**src/rtl/core/npfd_pkg.sv**
```systemverilog
// Package for the nibble pair frame deframer.
// Register reset values, register indexes, frame kind codes and shared types.
// No dependencies.
package npfd_pkg;

  localparam int COUNT_BITS_DEF = 17;
  localparam int LEN_W          = 17;
  localparam int RUN_W          = 6;
  localparam int MARK_W         = 5;
  localparam int CFG_IDX_W      = 3;
  localparam int CFG_DATA_W     = 17;

  localparam logic [7:0]        SYNC_BYTE_RST    = 8'd65;
  localparam logic [RUN_W-1:0]  SYNC_RUN_RST     = 6'd16;
  localparam logic [MARK_W-1:0] MARKER_PAIRS_RST = 5'd8;
  localparam logic [LEN_W-1:0]  HIGH_MIN_RST     = 17'd79544;
  localparam logic [LEN_W-1:0]  LOW_MIN_RST      = 17'd20008;
  localparam logic [LEN_W-1:0]  LOW_MAX_RST      = 17'd79000;
  localparam logic [LEN_W-1:0]  LEN_MAX          = 17'h1FFFF;
  localparam logic [RUN_W-1:0]  RUN_MAX          = 6'd63;

  // configuration register indexes
  typedef enum logic [CFG_IDX_W-1:0] {
    CFG_SYNC_BYTE    = 3'd0,
    CFG_SYNC_RUN     = 3'd1,
    CFG_MARKER_PAIRS = 3'd2,
    CFG_HIGH_MIN     = 3'd3,
    CFG_LOW_MIN      = 3'd4,
    CFG_LOW_MAX      = 3'd5
  } cfg_index_t;

  typedef enum logic [1:0] {
    KIND_NONE = 2'd0,
    KIND_LOW  = 2'd1,
    KIND_HIGH = 2'd2
  } frame_kind_t;

  // classifier verdict for a closing frame
  typedef struct packed {
    logic        accept;
    frame_kind_t kind;
  } frame_class_t;

endpackage

```
**src/rtl/core/npfd_classify.sv**
```systemverilog
// Frame classifier: net length (count less marker pairs) against the windows.
// Depends on npfd_pkg.
module npfd_classify import npfd_pkg::*; #(
  parameter int COUNT_BITS = COUNT_BITS_DEF
) (
  input  logic [COUNT_BITS-1:0] count,
  input  logic [MARK_W-1:0]     marker_pairs,
  input  logic [LEN_W-1:0]      high_frame_min,
  input  logic [LEN_W-1:0]      low_frame_min,
  input  logic [LEN_W-1:0]      low_frame_max,
  output frame_class_t          verdict
);

  localparam int W = (COUNT_BITS > LEN_W) ? COUNT_BITS : LEN_W;

  logic [W-1:0] net;
  logic         long_enough;
  logic         is_high;
  logic         is_low;

  assign long_enough = count >= COUNT_BITS'(marker_pairs);
  assign net         = W'(count) - W'(marker_pairs);
  assign is_high     = net >= W'(high_frame_min);
  assign is_low      = (net >= W'(low_frame_min)) && (net < W'(low_frame_max));

  always_comb begin
    verdict.accept = 1'b0;
    verdict.kind   = KIND_NONE;
    if (long_enough) begin
      if (is_high) begin
        verdict.accept = 1'b1;
        verdict.kind   = KIND_HIGH;
      end else if (is_low) begin
        verdict.accept = 1'b1;
        verdict.kind   = KIND_LOW;
      end
    end
  end

endmodule

```
**src/rtl/core/nibble_pair_frame_deframer.sv**
```systemverilog
// Nibble pair frame deframer, top level.
// Byte input register, sync hunt / pairing / frame close logic, result register.
// Depends on npfd_pkg and npfd_classify.
//
// channel   dir  transaction
// s_axis    in   one received byte: tdata[7:0] data_byte
// m_axis    out  one pixel per byte pair: tdata pixel + frame_length, tlast frame_end,
//                tuser frame_kind
// cfg       in   register write: cfg_we, cfg_index, cfg_data (no read-back)
//
// One byte per cycle sustained while m_axis does not stall; a byte is held in the
// input register and its pixel (on the second byte of a pair) then moves into the
// result register, which drives m_axis tvalid; an s_axis byte thus passes both
// registers before its pixel reaches m_axis.
// Reset (rst, synchronous) returns to hunting with counters cleared and
// registers at their default values.
// When m_axis stalls, the input register holds one more byte; s_axis tready
// drops only when both registers are full.
module nibble_pair_frame_deframer import npfd_pkg::*; #(
  parameter int COUNT_BITS = COUNT_BITS_DEF
) (
  input  logic                  clk,
  input  logic                  rst,
  // input stream
  input  logic                  s_axis_tvalid,
  output logic                  s_axis_tready,
  input  logic [7:0]            s_axis_tdata,   // [7:0] data_byte
  // output stream
  output logic                  m_axis_tvalid,
  input  logic                  m_axis_tready,
  output logic [31:0]           m_axis_tdata,   // [7:0] pixel, [24:8] frame_length, rest 0
  output logic                  m_axis_tlast,   // frame_end
  output logic [1:0]            m_axis_tuser,   // [1:0] frame_kind
  // configuration
  input  logic                  cfg_we,
  input  logic [CFG_IDX_W-1:0]  cfg_index,
  input  logic [CFG_DATA_W-1:0] cfg_data
);

  localparam logic [COUNT_BITS-1:0] COUNT_MAX = {COUNT_BITS{1'b1}};
  localparam int                    W = (COUNT_BITS > LEN_W) ? COUNT_BITS : LEN_W;

  // configuration registers
  logic [7:0]        sync_byte;
  logic [RUN_W-1:0]  sync_run_length;
  logic [MARK_W-1:0] marker_pairs;
  logic [LEN_W-1:0]  high_frame_min;
  logic [LEN_W-1:0]  low_frame_min;
  logic [LEN_W-1:0]  low_frame_max;

  // deframer state
  logic                  locked, locked_next;
  logic [RUN_W-1:0]      run_count, run_count_next;
  logic                  pair_phase, pair_phase_next;
  logic [7:0]            held_byte, held_byte_next;
  logic [COUNT_BITS-1:0] pixel_count, pixel_count_next;

  // input register
  logic       in_valid;
  logic [7:0] in_byte;

  // result register
  logic             out_valid;
  logic [7:0]       out_pixel;
  logic             out_end;
  frame_kind_t      out_kind;
  logic [LEN_W-1:0] out_len;

  logic             emit;
  logic [7:0]       pixel_next;
  logic             end_next;
  frame_kind_t      kind_next;
  logic [LEN_W-1:0] len_next;

  logic                  advance;
  logic                  sync_hit;
  logic [RUN_W-1:0]      run_inc;
  logic [RUN_W-1:0]      run_hit;
  logic [RUN_W-1:0]      need_run;
  logic [RUN_W-1:0]      need_mark;
  logic [COUNT_BITS-1:0] pc_inc;
  frame_class_t          verdict;

  // the input byte moves on when the result register is free or draining
  assign advance       = in_valid && (!out_valid || m_axis_tready);
  assign s_axis_tready = !in_valid || advance;

  assign sync_hit  = in_byte == sync_byte;
  assign run_inc   = (run_count == RUN_MAX) ? run_count : run_count + RUN_W'(1);
  assign need_run  = (sync_run_length == '0) ? RUN_W'(1) : sync_run_length;
  assign need_mark = (marker_pairs == '0) ? RUN_W'(1) : RUN_W'(marker_pairs);
  assign pc_inc    = (pixel_count == COUNT_MAX) ? pixel_count
                                                : pixel_count + COUNT_BITS'(1);

  npfd_classify #(
    .COUNT_BITS(COUNT_BITS)
  ) u_classify (
    .count          (pc_inc),
    .marker_pairs   (marker_pairs),
    .high_frame_min (high_frame_min),
    .low_frame_min  (low_frame_min),
    .low_frame_max  (low_frame_max),
    .verdict        (verdict)
  );

  always_comb begin
    locked_next      = locked;
    run_count_next   = run_count;
    pair_phase_next  = pair_phase;
    held_byte_next   = held_byte;
    pixel_count_next = pixel_count;
    run_hit          = '0;
    emit             = 1'b0;
    pixel_next       = {held_byte[3:0], in_byte[3:0]};
    end_next         = 1'b0;
    kind_next        = KIND_NONE;
    len_next         = '0;

    if (!locked) begin
      // hunting: count consecutive sync bytes
      run_hit = sync_hit ? run_inc : '0;
      run_count_next = run_hit;
      if (run_hit >= need_run) begin
        locked_next     = 1'b1;
        run_count_next  = '0;
        pair_phase_next = 1'b0;
      end
    end else if (!pair_phase) begin
      held_byte_next  = in_byte;
      pair_phase_next = 1'b1;
    end else begin
      pair_phase_next  = 1'b0;
      emit             = 1'b1;
      // marker pair: both bytes equal the sync byte
      run_hit          = ((held_byte == sync_byte) && sync_hit) ? run_inc : '0;
      run_count_next   = run_hit;
      pixel_count_next = pc_inc;
      if (run_hit >= need_mark) begin
        run_count_next = '0;
        if (verdict.accept) begin
          end_next         = 1'b1;
          kind_next        = verdict.kind;
          len_next         = (W'(pc_inc) > W'(LEN_MAX)) ? LEN_MAX : LEN_W'(pc_inc);
          pixel_count_next = '0;
        end
      end
    end
  end

  always_ff @(posedge clk) begin
    if (rst) begin
      sync_byte       <= SYNC_BYTE_RST;
      sync_run_length <= SYNC_RUN_RST;
      marker_pairs    <= MARKER_PAIRS_RST;
      high_frame_min  <= HIGH_MIN_RST;
      low_frame_min   <= LOW_MIN_RST;
      low_frame_max   <= LOW_MAX_RST;
    end else if (cfg_we) begin
      case (cfg_index)
        CFG_SYNC_BYTE:    sync_byte       <= cfg_data[7:0];
        CFG_SYNC_RUN:     sync_run_length <= cfg_data[RUN_W-1:0];
        CFG_MARKER_PAIRS: marker_pairs    <= cfg_data[MARK_W-1:0];
        CFG_HIGH_MIN:     high_frame_min  <= cfg_data[LEN_W-1:0];
        CFG_LOW_MIN:      low_frame_min   <= cfg_data[LEN_W-1:0];
        CFG_LOW_MAX:      low_frame_max   <= cfg_data[LEN_W-1:0];
        default: ;
      endcase
    end
  end

  // input register
  always_ff @(posedge clk) begin
    if (rst) begin
      in_valid <= 1'b0;
    end else if (s_axis_tvalid && s_axis_tready) begin
      in_valid <= 1'b1;
    end else if (advance) begin
      in_valid <= 1'b0;
    end
    if (s_axis_tvalid && s_axis_tready) begin
      in_byte <= s_axis_tdata;
    end
  end

  // state and result register
  always_ff @(posedge clk) begin
    if (rst) begin
      locked      <= 1'b0;
      run_count   <= '0;
      pair_phase  <= 1'b0;
      held_byte   <= '0;
      pixel_count <= '0;
      out_valid   <= 1'b0;
    end else begin
      if (advance) begin
        locked      <= locked_next;
        run_count   <= run_count_next;
        pair_phase  <= pair_phase_next;
        held_byte   <= held_byte_next;
        pixel_count <= pixel_count_next;
        out_valid   <= emit;
      end else if (m_axis_tready) begin
        out_valid <= 1'b0;
      end
    end
    if (advance && emit) begin
      out_pixel <= pixel_next;
      out_end   <= end_next;
      out_kind  <= kind_next;
      out_len   <= len_next;
    end
  end

  assign m_axis_tvalid = out_valid;
  assign m_axis_tdata  = {7'd0, out_len, out_pixel};
  assign m_axis_tlast  = out_end;
  assign m_axis_tuser  = out_kind;

endmodule
```
**config.mk**
```make
export PLATFORM = sky130hd
export DESIGN_NAME = nibble_pair_frame_deframer
export DESIGN_NICKNAME = d
export VERILOG_FILES = /design/src/rtl/core/npfd_pkg.sv /design/src/rtl/core/npfd_classify.sv /design/src/rtl/core/nibble_pair_frame_deframer.sv
export SDC_FILE = /design/constraint.sdc
export NUM_CORES = 1
export LEC_CHECK = 0
export BUFFER_PORTS_ARGS = -buffer_cell sky130_fd_sc_hd__buf_2
export CORE_MARGIN = 2
export CORE_UTILIZATION = 45
export CTS_CLUSTER_DIAMETER = 80
export DETAILED_ROUTE_END_ITERATION = 12
export GPL_ROUTABILITY_DRIVEN = 0
export PLACE_DENSITY_LB_ADDON = 0.1
export REMOVE_ABC_BUFFERS = 1
export SLEW_MARGIN = 20
export SYNTH_ARGS = -nofsm -noshare
export SYNTH_HDL_FRONTEND = slang
export SYNTH_SLANG_ARGS = --single-unit
```
**constraint.sdc**
```tcl
create_clock -name clk -period 16.1 [get_ports clk]
set_input_delay 3.22 -clock clk [delete_from_list [all_inputs] [get_ports clk]]
set_output_delay 3.22 -clock clk [all_outputs]
set_load 0.05 [all_outputs]
```
# Word-level counts from Yosys, hierarchy flattened
# Index checks and enable logic that the tools add are counted.
# W data, S select, Z words.
[totals] latchBits=0 mem_bits_ro=0 n_memories=0 input_bits=33 ramBits=0 wordCells=101 output_inout_bits=37 ff_bits=141
[classes] eq_ne=10 add_sub_neg=3 order_cmp=7 bitwise=5 n_mux=28 n_shift=0 reduce_logical=29 multipliers=0 div=0
[op_table] op="$mux W17" count=4
[op_table] op="$mux W6" count=8
[op_table] op="$ge A17 B17 Y1" count=2
[op_table] op="$add A17 B1 Y17 const B" count=1
[op_table] op="$eq A17 B17 Y1 const B" count=1
[op_table] op="$ge A17 B5 Y1" count=1
[op_table] op="$gt A17 B17 Y1 const B" count=1
[op_table] op="$lt A17 B17 Y1" count=1
[op_table] op="$sub A17 B5 Y17" count=1
[op_table] op="$eq A8 B8 Y1" count=2
[op_table] op="$reduce_and A2 Y1" count=8
[op_table] op="$mux W1" count=12
[op_table] op="$mux W3" count=3
[op_table] op="$reduce_and A3 Y1" count=3
[op_table] op="$add A6 B1 Y6 const B" count=1
[op_table] op="$eq A3 B2 Y1 const B" count=2
[op_table] op="$eq A3 B3 Y1 const B" count=2
[op_table] op="$eq A6 B6 Y1 const B" count=1
[op_table] op="$ge A6 B5 Y1" count=1
[op_table] op="$ge A6 B6 Y1" count=1
[op_table] op="$logic_not A6 Y1" count=1
[op_table] op="$reduce_bool A2 Y1" count=3
[op_table] op="$reduce_or A6 Y1" count=1
[op_table] op="$logic_and A1 B1 Y1" count=5
[op_table] op="10 further kinds" count=16

# Depth between registers and ports, before layout
[depth] depth_word=10 mapped_depth=26 mapped_depth_nobuf=24

# By module
# A second synthesis with hierarchy kept.
[unflattened] cells_unflattened=902 area_unflattened_um2=7731.2
[modules_own_cells] module="nibble_pair_frame_deframer" instances=1 cells_each=666 area_each_um2=6023.3 seq_area_each_um2=3183.1
[modules_own_cells] module="npfd_classify" instances=1 cells_each=236 area_each_um2=1707.9 seq_area_each_um2=0.0

# Worst setup path after synthesis
# Ideal clock, no wire load.
[synth_path] path_kind="in2out" from="input m_axis_tready" to="output s_axis_tready" path_slack_ps=9177 path_stages=1 arrival_ps=3703 path_cell_list="nand3b_1"
[synth_via] elab_chain_len=3
[synth_lines] item="from (decl)" line_no="nibble_pair_frame_deframer.sv:30" source="input logic m_axis_tready,"
[synth_lines] item="$logic_or A1 B1 Y1" line_no="nibble_pair_frame_deframer.sv:85" source="assign advance = in_valid && (!out_valid || m_axis_tready);"
[synth_lines] item="$logic_and A1 B1 Y1" line_no="nibble_pair_frame_deframer.sv:85"
[synth_lines] item="$logic_or A1 B1 Y1" line_no="nibble_pair_frame_deframer.sv:86" source="assign s_axis_tready = !in_valid || advance;"
[synth_lines] item="to (decl)" line_no="nibble_pair_frame_deframer.sv:26" source="output logic s_axis_tready,"
# No other way between the ends.

# Worst setup path in the final report
# Same ends and word-level chain as after synthesis.

==> flow_results.xml <==
<?xml version="1.0" encoding="UTF-8"?>
<metrics>
  <group name="worst_setup_path">
    <metric name="path_common_cell" unit="">sky130_fd_sc_hd__buf_2</metric>
    <metric name="crit_path_max_fanout" unit="">3</metric>
    <metric name="worst-endpoint-arrival" unit="ps">3720</metric>
    <metric name="cp-start-kind" unit="">input pin</metric>
    <metric name="worstSetupPathType" unit="">in2out</metric>
    <metric name="worst-endpoint-required" unit="ps">12880</metric>
    <metric name="critPathMaxStageDelay" unit="ps">230</metric>
    <metric name="crit_path_cells" unit="">buf_2 -&gt; nand3b_1 -&gt; buf_2</metric>
    <metric name="crit_slowest_cell" unit="">sky130_fd_sc_hd__buf_2</metric>
    <metric name="timing.critical_path.to_type" unit="">primary output</metric>
  </group>
  <group name="sta">
    <metric name="timing_max_transition_violations_final" unit="">0</metric>
    <metric name="fin_crit" unit="ps">6940</metric>
    <metric name="timing.clock.skew" unit="ps">7.78</metric>
    <metric name="tightest_slew" unit="ps">1030</metric>
    <metric name="rsz0062_at_grt" unit="">false</metric>
    <metric name="slew-limit-headroom" unit="%">31.3</metric>
    <metric name="max_clock_freq" unit="MHz">144</metric>
    <metric name="fin_crit_sh" unit="%">43.1</metric>
    <metric name="fin_worst_hold_slack" unit="ps">454</metric>
    <metric name="finalSetupTns" unit="ps">0</metric>
    <metric name="final-hold-violation-count" unit="">0</metric>
    <metric name="setup_viol" unit="">0</metric>
  </group>
  <group name="min_path">
    <metric name="hp-class" unit="">reg2reg</metric>
  </group>
  <group name="logic_synthesis">
    <metric name="synth_seq_cells" unit="">141</metric>
    <metric name="synth_enable_flop_cells" unit="">36</metric>
    <metric name="synth_area_per_cell" unit="um2">8.85</metric>
    <metric name="dominantRegCellSynth" unit="">sky130_fd_sc_hd__dfxtp_1</metric>
    <metric name="synth_async_sr_flop_share" unit="%">0</metric>
    <metric name="yosys.cell_types.count" unit="">63</metric>
    <metric name="sequential_cell_area_fraction_in_the_yosys_report" unit="%">40.4</metric>
    <metric name="syn-instance-count" unit="">891</metric>
    <metric name="post_synth_instance_area" unit="um2">7880</metric>
    <metric name="yosysWarnings" unit="">0</metric>
  </group>
  <group name="floorplanning">
    <metric name="pin_count" unit="">70</metric>
    <metric name="floorplan.initialDensity" unit="%">45.7</metric>
    <metric name="num_rows" unit="">48</metric>
    <metric name="die_w" unit="um">136</metric>
    <metric name="core_box_area" unit="um2">17200</metric>
    <metric name="dieArea" unit="um2">18600</metric>
    <metric name="die_height" unit="um">136</metric>
  </group>
  <group name="clock_tree">
    <metric name="clock_latency" unit="ps">430</metric>
    <metric name="clkSlewWorstSetupHoldPaths" unit="ps">60</metric>
    <metric name="cts.htree.levels" unit="">4</metric>
    <metric name="cts.repair_timing.setup_buffer_count" unit="">0</metric>
    <metric name="cts_buffer_depth" unit="">2</metric>
    <metric name="cts_resized" unit="">0</metric>
    <metric name="number_of_buffers_added_by_the_clock_tree_synthesis_step" unit="">17</metric>
    <metric name="cts_tree" unit="">done</metric>
    <metric name="clock-sinks" unit="">141</metric>
    <metric name="cts.hold.buffers_added" unit="">0</metric>
    <metric name="clock_tree_root_buffer_cell" unit="">sky130_fd_sc_hd__clkbuf_16</metric>
  </group>
  <group name="detailed_routing">
    <metric name="dr.first_iter.drc_count" unit="">434</metric>
    <metric name="drc" unit="">0</metric>
    <metric name="route.vias.total" unit="">6404</metric>
    <metric name="routed_wl" unit="um">19800</metric>
    <metric name="routedWlPerCell" unit="um">16.8</metric>
    <metric name="drt-vias-per-instance" unit="">5.42</metric>
    <metric name="drt.antenna.violating_nets" unit="">0</metric>
    <metric name="drt_first_pass_iters" unit="">5</metric>
  </group>
  <group name="global_route">
    <metric name="antenna_found_initial" unit="">1</metric>
    <metric name="grt_pass1_wl" unit="um">31700</metric>
    <metric name="grt_max_degree" unit="">55</metric>
    <metric name="overflow" unit="">0</metric>
    <metric name="grt_pass1_vias" unit="">5982</metric>
    <metric name="grt.total_usage" unit="%">22.5</metric>
  </group>
  <group name="power">
    <metric name="power_leakage" unit="nW">3.57</metric>
    <metric name="power_density" unit="nW/um2">92.9</metric>
    <metric name="peakVddDrop" unit="mV">0.0757</metric>
  </group>
  <group name="final_layout">
    <metric name="layout-area-overhead-vs-synth" unit="%">13.4</metric>
    <metric name="final_util" unit="%">51.9</metric>
    <metric name="antenna_cells_inserted" unit="">0</metric>
    <metric name="final_layout_size_suffix_gt1_share" unit="%">12.4</metric>
    <metric name="layout.nets" unit="">1047</metric>
  </group>
  <group name="placed_design">
    <metric name="dpl.hpwl" unit="um">14100</metric>
    <metric name="io_buffers" unit="">62</metric>
  </group>
  <group name="run_status">
    <metric name="run_status" unit="">complete, no violations</metric>
  </group>
  <group name="job">
    <metric name="maxCapViolCount" unit="">0</metric>
  </group>
</metrics>
-- worst max-delay path: cells and delay by family --
kind          cells  cell delay (ps)
buf+inv           2              330
simple gates      1              170
-- state kept, by name, summed over array words and instances, names as in the netlist, 2 cells and up --
name             count
sync_byte            8
marker_pairs         5
low_frame_min       17
run_count            6
low_frame_max       17
pixel_count         17
in_byte              8
m_axis_tuser         2
sync_run_length      6
held_byte            8
out_len             17
out_pixel            8
high_frame_min      17
-- final cells by class --
class                           count  area [um2]
Fill cell                        1660        8290
Multi-Input combinational cell    640        4240
Sequential cell                   141        3180
Clock buffer                       17         425
Timing Repair Buffer               68         355
Inverter                           76         285
Tap cell                          225         282
Clock inverter                     15         168
-- report_power, final --
part           leakage (nW)  switching [mW]  internal, mW
logic                  2.15          0.0386        0.0209
registers              1.13         0.00373         0.368
clock network         0.292           0.177         0.221
-- metrics by stage --
stage               setup slack (ps)  cells  instance area (um2)  total power [mW]
finish                          9160   1182                 8940             0.830
global route                    8790   1182                 8940             0.861
CTS                             9160   1182                 8940             0.836
detailed placement              9160   1150                 8350             0.439
global placement                9170   1150                 8350             0.439
floorplan                       9180    857                 7710             0.416
-- logic make-up after synthesis --
kind of cell	after synthesis	synth area share, %
AND/OR/NAND/NOR	311	18.9
multiplexers	24	3.05
XOR/XNOR	43	4.78
adder cells (fa/ha/maj)	70	11.2
buffers and inverters	116	6.14
other	1	0.0476
flip-flops	141	40.4
AO/OA/AOI/OAI	185	15.5
-- per-layer routing --
| metal | track usage (%) | vias up | part of all wire, % |
|---|---|---|---|
| met5 | 0 | - | 0 |
| met4 | 5.73 | 0 | 1.1 |
| met3 | 4.55 | 21 | 3.5 |
| met2 | 35.4 | 129 | 44 |
| met1 | 31.5 | 3011 | 51 |
| li1 | - | 3243 | - |
-- cells in the final DEF (no fill, tap or decap), drive strengths merged, types with 5 or more instances in the layout --
cell / instances
inv: 85
nor3: 18
dfxtp: 105
or2: 5
a21o: 15
ha: 69
a2111oi: 6
nand2: 144
xnor2: 14
and4: 8
and3: 7
mux2i: 24
clkbuf: 17
edfxtp: 36
xor2: 29
conb: 7
nand4: 10
o21a: 6
o21ai: 28
nand3: 23
nand2b: 8
buf: 68
nor2: 45
and2: 10
o211ai: 29
nor4: 22
a21oi: 66
-- cells in the mapped netlist (all sizes together) (10+ instances only) --
cell type	count	share of area (%)
mux2i	24	3.0
dfxtp	105	27
xor2	29	3.2
nor3	18	1.1
nand3	23	1.5
clkbuf	20	0.95
nand4	10	0.95
and2	10	0.79
o21ai	28	1.8
a21oi	66	4.2
ha	69	11
a21o	15	1.4
xnor2	14	1.6
nor2	45	2.1
o211ai	29	2.8
edfxtp	36	14
nor4	22	1.9
buf	20	1.6
inv	75	3.6
nand2	144	6.9
-- worst paths after layout --
kind | start | slack, ps | to | cells after the start
worst min-delay path | low_frame_max[2] | 450 | low_frame_max[2] | 2
worst max-delay path | m_axis_tready | 9160 | s_axis_tready | 3
worst max register to register | pixel_count[0] | 9210 | pixel_count[3] | 25
worst min register to register | low_frame_max[2] | 450 | low_frame_max[2] | 2
(Power assumes the default switching activity.)
